`src/hdl/rfb_pkg.sv`:
```
// Shared types and constants of the request frame builder.
package rfb_pkg;

	// Field widths
	localparam int unsigned BYTE_W  = 8;
	localparam int unsigned WORD_W  = 16;
	localparam int unsigned LEN_W   = 13;
	localparam int unsigned FLEN_W  = 14;
	localparam int unsigned S_DATA_W = 40;
	localparam int unsigned M_DATA_W = 24;

	// Largest burst of output bytes caused by one input beat
	localparam int unsigned BURST_MAX = 9;
	localparam int unsigned CNT_W     = 4;

	// Frame constants
	localparam logic [WORD_W-1:0] HEADER_EXTRA  = 16'd9;
	localparam logic [WORD_W-1:0] SOP_LEN_BYTES = 16'd4;
	localparam logic [BYTE_W-1:0] STUFF_FILL    = 8'h00;

	// Input kinds carried on tuser
	localparam logic CMD_START   = 1'b0;
	localparam logic CMD_PAYLOAD = 1'b1;

	// Register indexes
	localparam logic REG_START_WORD   = 1'b0;
	localparam logic REG_STUFF_MARKER = 1'b1;

	typedef struct packed {
		logic [WORD_W-1:0] start_word;
		logic [BYTE_W-1:0] stuff_marker;
	} cfg_t;

	typedef struct packed {
		logic [BURST_MAX-1:0][BYTE_W-1:0] bytes;
		logic [CNT_W-1:0]                 count;
		logic                             eof;
		logic [FLEN_W-1:0]                flen;
	} burst_t;

endpackage

```
`src/hdl/request_frame_builder_stuffing_xor.sv`:
```
// An accepted beat passes the input register, then the burst shift register, to the output.
// Throughput: one input beat per cycle while output bursts keep pace; a start beat
// yields 8 or 9 output beats, a framed payload beat 1 to 3; one byte per cycle if m_tready.
// The output shift register sets the pace: the next burst loads as its last byte leaves.
// Reset (arst_n low, asynchronous) clears registers, frame state and the pending burst.
module request_frame_builder_stuffing_xor
	import rfb_pkg::*;
#(
	parameter int unsigned MAX_PAYLOAD = 4096
)
(
	input  logic                clk,
	input  logic                arst_n,
	// APB configuration
	input  logic                psel,
	input  logic                penable,
	input  logic                pwrite,
	input  logic [2:0]          paddr,
	input  logic [31:0]         pwdata,
	output logic [31:0]         prdata,
	output logic                pready,
	// Input stream
	input  logic                s_tvalid,
	output logic                s_tready,
	input  logic                s_tuser,   // cmd
	input  logic [S_DATA_W-1:0] s_tdata,   // command_code[15:0], payload_length[28:16],
	                                       // payload_byte[36:29], zero fill
	// Output stream
	output logic                m_tvalid,
	input  logic                m_tready,
	output logic                m_tlast,   // end_of_frame
	output logic [M_DATA_W-1:0] m_tdata    // out_byte[7:0], frame_length[21:8], zero fill
);

	cfg_t   cfg;
	burst_t burst;
	logic   burst_load;
	logic   burst_free;

	rfb_cfg u_cfg (
		.clk     (clk),
		.arst_n  (arst_n),
		.psel    (psel),
		.penable (penable),
		.pwrite  (pwrite),
		.paddr   (paddr),
		.pwdata  (pwdata),
		.prdata  (prdata),
		.pready  (pready),
		.cfg     (cfg)
	);

	rfb_core #(
		.MAX_PAYLOAD (MAX_PAYLOAD)
	) u_core (
		.clk        (clk),
		.arst_n     (arst_n),
		.s_tvalid   (s_tvalid),
		.s_tready   (s_tready),
		.s_tuser    (s_tuser),
		.s_tdata    (s_tdata),
		.cfg        (cfg),
		.burst_free (burst_free),
		.burst_load (burst_load),
		.burst      (burst)
	);

	rfb_serial u_serial (
		.clk        (clk),
		.arst_n     (arst_n),
		.burst_load (burst_load),
		.burst      (burst),
		.burst_free (burst_free),
		.m_tvalid   (m_tvalid),
		.m_tready   (m_tready),
		.m_tlast    (m_tlast),
		.m_tdata    (m_tdata)
	);

endmodule

```
`src/hdl/rfb_cfg.sv`:
```
// APB register file holding the start word and the stuff marker.
module rfb_cfg
	import rfb_pkg::*;
(
	input  logic        clk,
	input  logic        arst_n,
	input  logic        psel,
	input  logic        penable,
	input  logic        pwrite,
	input  logic [2:0]  paddr,
	input  logic [31:0] pwdata,
	output logic [31:0] prdata,
	output logic        pready,
	output cfg_t        cfg
);

	logic [WORD_W-1:0] start_word_q;
	logic [BYTE_W-1:0] stuff_marker_q;
	logic              wr_en;

	assign pready = 1'b1;
	assign wr_en  = psel & penable & pwrite & pready;

	// Register writes, word addressed by paddr[2]
	always_ff @(posedge clk or negedge arst_n) begin
		if (!arst_n) begin
			start_word_q   <= '0;
			stuff_marker_q <= '0;
		end else if (wr_en) begin
			case (paddr[2])
				REG_START_WORD:   start_word_q   <= pwdata[WORD_W-1:0];
				REG_STUFF_MARKER: stuff_marker_q <= pwdata[BYTE_W-1:0];
				default:          ;
			endcase
		end
	end

	// Read back
	always_comb begin
		case (paddr[2])
			REG_START_WORD:   prdata = {16'h0000, start_word_q};
			REG_STUFF_MARKER: prdata = {24'h000000, stuff_marker_q};
			default:          prdata = '0;
		endcase
	end

	assign cfg.start_word   = start_word_q;
	assign cfg.stuff_marker = stuff_marker_q;

endmodule

```
`src/hdl/rfb_core.sv`:
```
// Input register, frame state and burst builder of the request framer.
module rfb_core
	import rfb_pkg::*;
#(
	parameter int unsigned MAX_PAYLOAD = 4096
)
(
	input  logic                clk,
	input  logic                arst_n,
	input  logic                s_tvalid,
	output logic                s_tready,
	input  logic                s_tuser,
	input  logic [S_DATA_W-1:0] s_tdata,
	input  cfg_t                cfg,
	input  logic                burst_free,
	output logic                burst_load,
	output burst_t              burst
);

	// Input register
	logic              v_s1;
	logic              cmd_s1;
	logic [WORD_W-1:0] code_s1;
	logic [LEN_W-1:0]  plen_s1;
	logic [BYTE_W-1:0] byte_s1;

	// Frame state
	logic              in_frame_q;
	logic [LEN_W-1:0]  remaining_q;
	logic [BYTE_W-1:0] xor_q;
	logic [LEN_W-1:0]  stuffed_q;
	logic [LEN_W-1:0]  base_q;

	logic              advance;
	logic [LEN_W-1:0]  plen_sat;
	logic [WORD_W-1:0] lenfield;
	logic [BYTE_W-1:0] hdr_xor;
	logic              pay_ok;
	logic              stuff;
	logic [LEN_W-1:0]  rem_next;
	logic              fin;
	logic [BYTE_W-1:0] pay_xor;
	logic [LEN_W-1:0]  stuffed_next;
	logic [FLEN_W-1:0] pay_total;

	assign advance  = v_s1 & burst_free;
	assign s_tready = ~v_s1 | burst_free;

	// Input register takes a beat whenever the previous one moves on
	always_ff @(posedge clk or negedge arst_n) begin
		if (!arst_n) begin
			v_s1 <= 1'b0;
		end else if (s_tready) begin
			v_s1 <= s_tvalid;
		end
	end

	always_ff @(posedge clk) begin
		if (s_tvalid && s_tready) begin
			cmd_s1  <= s_tuser;
			code_s1 <= s_tdata[15:0];
			plen_s1 <= s_tdata[28:16];
			byte_s1 <= s_tdata[36:29];
		end
	end

	// Start beat: saturated length, length field and header checksum
	assign plen_sat = ({19'd0, plen_s1} > MAX_PAYLOAD) ? LEN_W'(MAX_PAYLOAD) : plen_s1;
	assign lenfield = {3'd0, plen_sat} + HEADER_EXTRA - SOP_LEN_BYTES;
	assign hdr_xor  = lenfield[15:8] ^ code_s1[7:0] ^ code_s1[15:8];

	// Payload beat: stuffing, checksum and end of frame
	assign pay_ok       = in_frame_q & (remaining_q != '0);
	assign stuff        = (byte_s1 == cfg.stuff_marker);
	assign rem_next     = remaining_q - LEN_W'(1);
	assign fin          = (rem_next == '0);
	assign pay_xor      = xor_q ^ byte_s1;
	assign stuffed_next = stuffed_q + LEN_W'(stuff);
	assign pay_total    = FLEN_W'(base_q) + FLEN_W'(HEADER_EXTRA) + FLEN_W'(stuffed_next);

	// Burst contents for the beat in the input register
	always_comb begin
		burst = '0;
		if (cmd_s1 == CMD_START) begin
			burst.bytes[0] = cfg.start_word[7:0];
			burst.bytes[1] = cfg.start_word[15:8];
			burst.bytes[2] = lenfield[7:0];
			burst.bytes[3] = lenfield[15:8];
			burst.bytes[4] = 8'h00;
			burst.bytes[5] = 8'h00;
			burst.bytes[6] = code_s1[7:0];
			burst.bytes[7] = code_s1[15:8];
			burst.bytes[8] = hdr_xor;
			if (plen_sat == '0) begin
				burst.count = CNT_W'(9);
				burst.eof   = 1'b1;
				burst.flen  = FLEN_W'(HEADER_EXTRA);
			end else begin
				burst.count = CNT_W'(8);
			end
		end else if (pay_ok) begin
			burst.bytes[0] = byte_s1;
			burst.bytes[1] = stuff ? STUFF_FILL : pay_xor;
			burst.bytes[2] = pay_xor;
			burst.count    = CNT_W'(1) + CNT_W'(stuff) + CNT_W'(fin);
			burst.eof      = fin;
			burst.flen     = pay_total;
		end
	end

	assign burst_load = advance & (burst.count != '0);

	// Frame state update
	always_ff @(posedge clk or negedge arst_n) begin
		if (!arst_n) begin
			in_frame_q  <= 1'b0;
			remaining_q <= '0;
			xor_q       <= '0;
			stuffed_q   <= '0;
			base_q      <= '0;
		end else if (advance) begin
			if (cmd_s1 == CMD_START) begin
				base_q      <= plen_sat;
				remaining_q <= plen_sat;
				stuffed_q   <= '0;
				xor_q       <= hdr_xor;
				in_frame_q  <= (plen_sat != '0);
			end else if (pay_ok) begin
				remaining_q <= rem_next;
				stuffed_q   <= stuffed_next;
				xor_q       <= pay_xor;
				if (fin) begin
					in_frame_q <= 1'b0;
				end
			end
		end
	end

endmodule

```
`src/hdl/rfb_serial.sv`:
```
// Result register that shifts one burst out as single byte beats.
module rfb_serial
	import rfb_pkg::*;
(
	input  logic                clk,
	input  logic                arst_n,
	input  logic                burst_load,
	input  burst_t              burst,
	output logic                burst_free,
	output logic                m_tvalid,
	input  logic                m_tready,
	output logic                m_tlast,
	output logic [M_DATA_W-1:0] m_tdata
);

	logic [BURST_MAX-1:0][BYTE_W-1:0] bytes_q;
	logic [CNT_W-1:0]                 cnt_q;
	logic                             eof_q;
	logic [FLEN_W-1:0]                flen_q;
	logic                             take;

	assign m_tvalid   = (cnt_q != '0);
	assign take       = m_tvalid & m_tready;
	assign burst_free = (cnt_q == '0) | ((cnt_q == CNT_W'(1)) & m_tready);
	assign m_tlast    = eof_q & (cnt_q == CNT_W'(1));
	assign m_tdata    = {2'b00, (m_tlast ? flen_q : FLEN_W'(0)), bytes_q[0]};

	// Byte count of the burst still to go
	always_ff @(posedge clk or negedge arst_n) begin
		if (!arst_n) begin
			cnt_q <= '0;
		end else if (burst_load) begin
			cnt_q <= burst.count;
		end else if (take) begin
			cnt_q <= cnt_q - CNT_W'(1);
		end
	end

	// Burst bytes, shifted down one place per beat
	always_ff @(posedge clk) begin
		if (burst_load) begin
			bytes_q <= burst.bytes;
			eof_q   <= burst.eof;
			flen_q  <= burst.flen;
		end else if (take) begin
			for (int i = 0; i < BURST_MAX - 1; i++) begin
				bytes_q[i] <= bytes_q[i+1];
			end
		end
	end

endmodule

```
`config.mk`:
```
export PLATFORM = sky130hd
export DESIGN_NAME = request_frame_builder_stuffing_xor
export DESIGN_NICKNAME = d
export VERILOG_FILES = /design/src/hdl/rfb_pkg.sv /design/src/hdl/request_frame_builder_stuffing_xor.sv /design/src/hdl/rfb_cfg.sv /design/src/hdl/rfb_core.sv /design/src/hdl/rfb_serial.sv
export SDC_FILE = /design/constraint.sdc
export NUM_CORES = 1
export LEC_CHECK = 0
export BUFFER_PORTS_ARGS = -buffer_cell sky130_fd_sc_hd__buf_4
export CAP_MARGIN = 5
export CORE_MARGIN = 2
export CORE_UTILIZATION = 50
export CTS_CLUSTER_DIAMETER = 60
export CTS_CLUSTER_SIZE = 28
export DETAILED_ROUTE_END_ITERATION = 8
export GPL_ROUTABILITY_DRIVEN = 0
export HOLD_SLACK_MARGIN = 0.06
export MAX_ROUTING_LAYER = met4
export PLACE_DENSITY = 0.81
export SYNTH_ARGS = -nofsm -noshare
export SYNTH_HDL_FRONTEND = slang
export SYNTH_SLANG_ARGS = --single-unit
```
`constraint.sdc`:
```
create_clock -name clk -period 5.6 [get_ports clk]
set_input_delay 0.84 -clock clk [delete_from_list [all_inputs] [get_ports clk]]
set_output_delay 0.84 -clock clk [all_outputs]
set_load 0.005 [all_outputs]
```
Word level (Yosys, flattened, before mapping). Cells that the tools add are included.

Add/subtract/negate cells: 9. Multiplexer cells: 22. Equality and inequality tests: 4. Order comparisons: 1. Reductions and logical operators: 14. Bitwise operators: 16.

Operators with widths (number): two-way mux 64 bit (2); two-way mux 43 bit (2); two-way mux 13 bit (5); case mux 32 bit (2 select lines) (1); two-way mux 40 bit (1); adder 13 x 4 -> 14 bit, second input constant (2); zero test 13 bit (2); nonzero test 13 bit (2); two-way mux 8 bit (3); bitwise XOR 8 bit (3); subtractor 16 x 3 -> 16 bit, second input constant (1); two-way mux 15 bit (1); adder 14 x 13 -> 14 bit (1); two-way mux 14 bit (1); adder 13 x 1 -> 13 bit (1); > comparator 13 bit, second input constant (1); subtractor 13 x 1 -> 13 bit, second input constant (1); bitwise AND 1 bit (8); == test 8 bit (1); two-way mux 4 bit (2); AND reduction 2 bit (4); nonzero test 4 bit (2); adder 4 x 1 -> 4 bit (1); == test 4 x 1 -> 1 bit, second input constant (1); other kinds (10) (17).

Input port bits: 83. Logic and storage cells: 90. Register bits: 202. Output and inout port bits: 60.

Logic depth before layout (Yosys ltp).
Depth after elaboration: 8. Mapped depth: 17. Gate-level depth less buffers: 17.

By module. A second synthesis with hierarchy kept.

Cells, all modules: 948. Area total of the unflattened synthesis: 11124.4 µm².

Modules (own cells, without submodules): rfb_core (area an instance 6064.6 µm², cells each 641, instances 1, sequential area each 2367.3 µm²); rfb_serial (area an instance 3812.4 µm², cells each 219, instances 1, sequential area each 2712.6 µm²); rfb_cfg (area an instance 1247.4 µm², cells each 88, instances 1, sequential area each 600.6 µm²).

Least setup slack after synthesis. OpenSTA, ideal clock, no wires.

Kind: reg-to-reg. Start: register u_core.remaining_q[2]. End: register u_serial.cnt_q[3]. Data required time: 5535 ps. Cell stages (with the launch flop): 12. Arrival time: 4202 ps. Slack: 1333 ps. Cells stage by stage: dfrtp_1 -> nor3_1 -> nand2_1 -> or4_1 -> xnor2_1 -> o31ai_1 -> nand3b_1 -> ha_1 -> a41o_1 -> nand2_1 -> o21a_1 -> o22a_1.

Longest elaborated chain between the ends: 8. Elaborated cells between the ends (all ways): 11.

RTL lines: from (decl) (RTL line rfb_core.sv:29) `logic [LEN_W-1:0] remaining_q;`; from (signal assigned) (RTL line rfb_core.sv:124) `remaining_q <= plen_sat;`; from (signal assigned) (RTL line rfb_core.sv:129) `remaining_q <= rem_next;`; subtractor 13 x 1 -> 13 bit (RTL line rfb_core.sv:75) `assign rem_next = remaining_q - LEN_W'(1);`; zero test 13 bit (RTL line rfb_core.sv:76) `assign fin = (rem_next == '0);`; adder 4 x 1 -> 4 bit (RTL line rfb_core.sv:105) `burst.count = CNT_W'(1) + CNT_W'(stuff) + CNT_W'(fin);`; two-way mux 43 bit * (RTL line rfb_core.sv:101) `end else if (pay_ok) begin`; two-way mux 43 bit * (RTL line rfb_core.sv:84) `if (cmd_s1 == CMD_START) begin`; nonzero test 4 bit (RTL line rfb_core.sv:111) `assign burst_load = advance & (burst.count != '0);`; bitwise AND 1 bit (RTL line rfb_core.sv:111); two-way mux 4 bit / nonzero test 2 bit (equally long branches); to (signal assigned) (RTL line rfb_serial.sv:33) `cnt_q <= burst.count;`; to (signal assigned) (RTL line rfb_serial.sv:35) `cnt_q <= cnt_q - CNT_W'(1);`; to (decl) (RTL line rfb_serial.sv:17) `logic [CNT_W-1:0] cnt_q;`.

Every way passes the cells marked *; elsewhere a longest branch is shown, timed or not. A chain may end at the register's enable or synchronous reset.

Worst setup path in the final report.
Start: register u_core.remaining_q[2]. End: register u_serial.bytes_q[57] in the netlist's numbering, enable pin.

Longest elaborated chain between the ends: 8. Elaborated cells between the ends (all ways): 10.

RTL lines: subtractor 13 x 1 -> 13 bit (RTL line rfb_core.sv:75); zero test 13 bit (RTL line rfb_core.sv:76); adder 4 x 1 -> 4 bit (RTL line rfb_core.sv:105); two-way mux 43 bit * (RTL line rfb_core.sv:101); two-way mux 43 bit * (RTL line rfb_core.sv:84); nonzero test 4 bit * (RTL line rfb_core.sv:111); bitwise AND 1 bit * (RTL line rfb_core.sv:111); nonzero test 2 bit (no line) *; to (signal assigned) (RTL line rfb_serial.sv:42) `bytes_q <= burst.bytes;`; to (signal, indexed assignment) (RTL line rfb_serial.sv:47) `bytes_q[i] <= bytes_q[i+1];`; to (decl) (RTL line rfb_serial.sv:16) `logic [BURST_MAX-1:0][BYTE_W-1:0] bytes_q;`.

Marked as above.

==> reports/summary.txt <==
POWER
------------------------------------------------------------------------------------------
Switching Share .............................................................        0.350
Net Switching ...............................................................      1.95 mW
Logic gate share of total power .............................................        0.319
Power density cells .........................................................   459 nW/um2
Relative contribution of sequential cells to total power ....................        0.458
Cell internal power dissipation .............................................      3.63 mW
Static power due to leakage .................................................      5.08 nW
Fraction of power consumed by the clock network .............................        0.223
IR drop worst, VDD ..........................................................   0.000336 V
Power consumption ...........................................................      5.58 mW

TIMING
------------------------------------------------------------------------------------------
Hold Vio Cnt, Final .........................................................            0
Slew Viols, Final ...........................................................            0
Final sum of negative setup slack ...........................................         0 ns
Period minus WS final .......................................................      4.38 ns
Part of the cycle the worst path needs ......................................        0.782
Worst slew margin relative to its limit .....................................        0.252
Unrepaired setup endpoints after global routing .............................        false
Skew final ..................................................................    0.0130 ns
Worst Max-Slew Pin Slew .....................................................      1.12 ns
Final setup fails ...........................................................            0
Maximum achievable frequency ................................................    0.228 GHz
Crit path setup slack, layout ...............................................      1.22 ns

LOGIC SYNTHESIS
------------------------------------------------------------------------------------------
Distinct cell type count of the synthesized netlist .........................           75
Share of synthesized cell area in full adder, half adder and majority cells .       0.0440
Commonest cells in the netlist .............................................. edfxtp_1, nand2_1, dfrtp_1
Leading cell type by number of instances after synthesis ....................     edfxtp_1
Post-synthesis cell area ....................................................    10700 um2
Number of flops mapped to enable cells by yosys .............................          125
Area share of the largest cell type after synthesis .........................        0.351
Post-Syn Area per Cell ......................................................     11.2 um2
Synth top area cells ........................................................ edfxtp_1, dfrtp_1, ha_1, mux2_2, xnor2_1
Simple-gate share of the synthesized area ...................................        0.135
Asr flop ratio synth ........................................................        0.381
Yosys warning count .........................................................            0
Library cell occupying the most area in the post-synthesis netlist ..........     edfxtp_1
Combinational family with the most area after synthesis ..................... compound AO/OA/AOI/OAI gates
Multiplexer fraction of the synthesized cell area ...........................       0.0394
Share of the synthesized area in compound gates (AO/OA/AOI/OAI) .............        0.144
Xor/xnor cell area share of the yosys netlist ...............................       0.0578
Post-synthesis sequential element count .....................................          202
Seq/Total Area, Yosys .......................................................        0.531
Most instantiated flip-flop cell in the synthesis netlist ...................     edfxtp_1
Instance count of the mapped netlist ........................................          957

CELLS AND AREA
------------------------------------------------------------------------------------------
Net count of the finished layout ............................................         1149
Area Growth Syn to Fin ......................................................        13.5%
Non-filler cells in the finished layout .....................................         1314
Fraction of layout cells with a size suffix above 1 .........................        0.187
Final antenna diode count ...................................................            0
Post-route design area ......................................................    12100 um2
Filler cell count ...........................................................         1713

ROUTE
------------------------------------------------------------------------------------------
Detailed-route wire length ..................................................     23400 um
Via count of the routed design ..............................................         7498
DRC violation count after routing ...........................................            0
Wire per inst ...............................................................      17.8 um
ANT nets after route ........................................................            0
Via density per instance ....................................................         5.71
Detailed-router iteration count before antenna repair .......................            7
Violation count after the first detailed-route iteration ....................          615

SETUP PATH
------------------------------------------------------------------------------------------
CP Class ....................................................................   reg -> reg
Critical-path cell with the highest stage delay .............................      nand2_2
CP startpoint kind ..........................................................     register
Critical-path cell list ..................................................... nor3_1 > nand2_1 > or4_1 > xnor2_1 > o31ai_1 > nand3b_1 > ha_1 > a41o_2 > nand2_2 > buf_4
WP data required ............................................................      5.73 ns
Worst path arrival time .....................................................      4.51 ns
Buffers plus inverters on the worst setup path ..............................            1
Element type at the critical path end .......................................     register
Largest stage delay on the critical path ....................................      0.57 ns
CP max FO ...................................................................           35
Crit path max-delay family .................................................. simple AND/OR/NAND/NOR gates
Internal reg-to-reg setup slack .............................................      1.22 ns

CLOCK TREE
------------------------------------------------------------------------------------------
Setup Fix Bufs, Post-CTS ....................................................            0
H-tree depth ................................................................            1
CTS max path bufs ...........................................................            3
TritonCTS Sinks .............................................................          202
Number of hold-repair buffers added at the cts stage ........................            0
Clk slew on worst S/H paths .................................................      0.08 ns
CTS resizes .................................................................            0
Clk Latency, worst-skew pair ................................................      0.49 ns
Clock Root Buffer ...........................................................    clkbuf_16
TritonCTS Buffers ...........................................................           17
TritonCTS clock tree ........................................................         done

PLACE
------------------------------------------------------------------------------------------
Placed wire-length estimate .................................................     15700 um
Placed Cells ................................................................         1285
Input/output buffers ........................................................          102
Setup slack after placement .................................................      1.30 ns
Area after DPL ..............................................................    11500 um2

GRT
------------------------------------------------------------------------------------------
Antenna violations before repair ............................................            0
Met1 Use GR .................................................................        0.295
GR met2 Demand/Resource .....................................................        0.330
Via count of the first global-routing pass ..................................         7140
Met3 demand-to-capacity share in global routing .............................       0.0276
Most utilized layer in the global route result ..............................         met2
Global-route usage over all layers ..........................................        0.211
Global-route wire length before repair ......................................     37100 um
GR Overflow Total ...........................................................            0
Maximum number of pins on one net before global-route repair ................           78

FLOW RUN
------------------------------------------------------------------------------------------
Max Cap Viol ................................................................            0

FLOORPLANNING
------------------------------------------------------------------------------------------
Number of placed I/O pins ...................................................          143
Die outline area ............................................................    22600 um2
Chip Width ..................................................................       150 um
CORE AREA ...................................................................    21000 um2
Die Y-Extent ................................................................       150 um
Number of rows created at floorplan .........................................           53
Starting density of the core ................................................        0.509

WORST HOLD PATH
------------------------------------------------------------------------------------------
Path type of the worst min-delay path .......................................   reg -> reg

OUTCOME
------------------------------------------------------------------------------------------
Run status .................................................................. finished, final reports clean

==> power by group through the flow <==
stage               registers, mW  clock network [mW]  logic, mW
floorplan                    2.46                   0       1.34
global placement             2.55                   0       1.70
detailed placement           2.57                   0       1.74
CTS                          2.55                1.27       1.77
global route                 2.61                1.32       1.97
finish                       2.55                1.24       1.78
==> state kept, by name, summed over array words and instances (netlist names) <==
name	count
u_serial.m_tdata	8
u_core.in_frame_q	1
u_serial.bytes_q	64
u_core.plen_s1	13
u_core.stuffed_q	13
u_core.byte_s1	8
u_core.xor_q	8
u_core.remaining_q	13
u_serial.eof_q	1
u_serial.cnt_q	4
u_core.cmd_s1	1
u_core.base_q	13
u_cfg.stuff_marker_q	8
u_cfg.start_word_q	16
u_serial.flen_q	14
u_core.v_s1	1
u_core.code_s1	16
==> metal layers <==
| layer | part of all wire | vias up |
|---|---|---|
| met1 | 0.45 | 3611 |
| met5 | 0 | - |
| met4 | 0.021 | 0 |
| met3 | 0.060 | 39 |
| li1 | - | 3587 |
| met2 | 0.47 | 261 |
==> final timing paths <==
path | startpoint | to | cells after the start
max in group asynchronous | arst_n | u_core.remaining_q[7]$_DFFE_PN0P_ | 1
hold / removal | u_core.stuffed_q[0]$_DFFE_PN0P_ | u_core.stuffed_q[0]$_DFFE_PN0P_ | 2
min in group asynchronous | arst_n | u_cfg.stuff_marker_q[7]$_DFFE_PN0P_ | 1
setup reg to reg | u_core.remaining_q[2]$_DFFE_PN0P_ | u_serial.bytes_q[57]$_DFFE_PP_ | 10
hold reg to reg | u_core.stuffed_q[0]$_DFFE_PN0P_ | u_core.stuffed_q[0]$_DFFE_PN0P_ | 2
setup / recovery | u_core.remaining_q[2]$_DFFE_PN0P_ | u_serial.bytes_q[57]$_DFFE_PP_ | 10
==> layout by cell type, fill, tap and decap left out, types with 14 or more instances in the layout <==
master / instances
edfxtp_1: 125
buf_4: 111
nand2_1: 83
dfrtp_1: 77
o21ai_0: 62
nor2_1: 57
xnor2_1: 39
a21oi_1: 38
ha_1: 36
and2_1: 34
mux2_2: 33
xor2_1: 29
a22o_1: 28
inv_1: 27
and3_1: 20
conb_1: 19
clkbuf_16: 18
nand3_1: 14
==> worst reg2reg max path, delay by kind of cell, from the launching register on <==
kind	cells	cell delay, ns
XOR/XNOR	1	0.16
adder cells (fa/ha/maj)	1	0.36
buffers and inverters	1	0.54
AND/OR/NAND/NOR	5	1.90
flip-flops	1	0.46
AO/OA/AOI/OAI	2	0.58
==> through the flow <==
stage	util	hold slack, ns
detailed placement	0.549	0.488
global placement	0.549	0.469
CTS	0.578	0.508
global route	0.578	0.501
floorplan	-	0.453
finish	0.578	0.508
==> final cells by class <==
type	instances	area, um2	area share
inverter	28	105	0.00866
tap	275	344	0.0283
sequential	202	5680	0.468
clock buffer	18	450	0.0371
clock inverter	11	145	0.0120
multi-input combinational	669	4580	0.378
timing repair buffer	111	833	0.0686
==> kinds of logic after synthesis <==
logic type                 count (synthesis)
and+or+nand+nor                          279
AOI/OAI and AO/OA                        227
DFF                                      202
buffers and inverters                    103
xor gates and xnor gates                  69
muxes                                     38
adders and majority gates                 37
other                                      2
No activity file was read; power rests on OpenSTA's default activity.
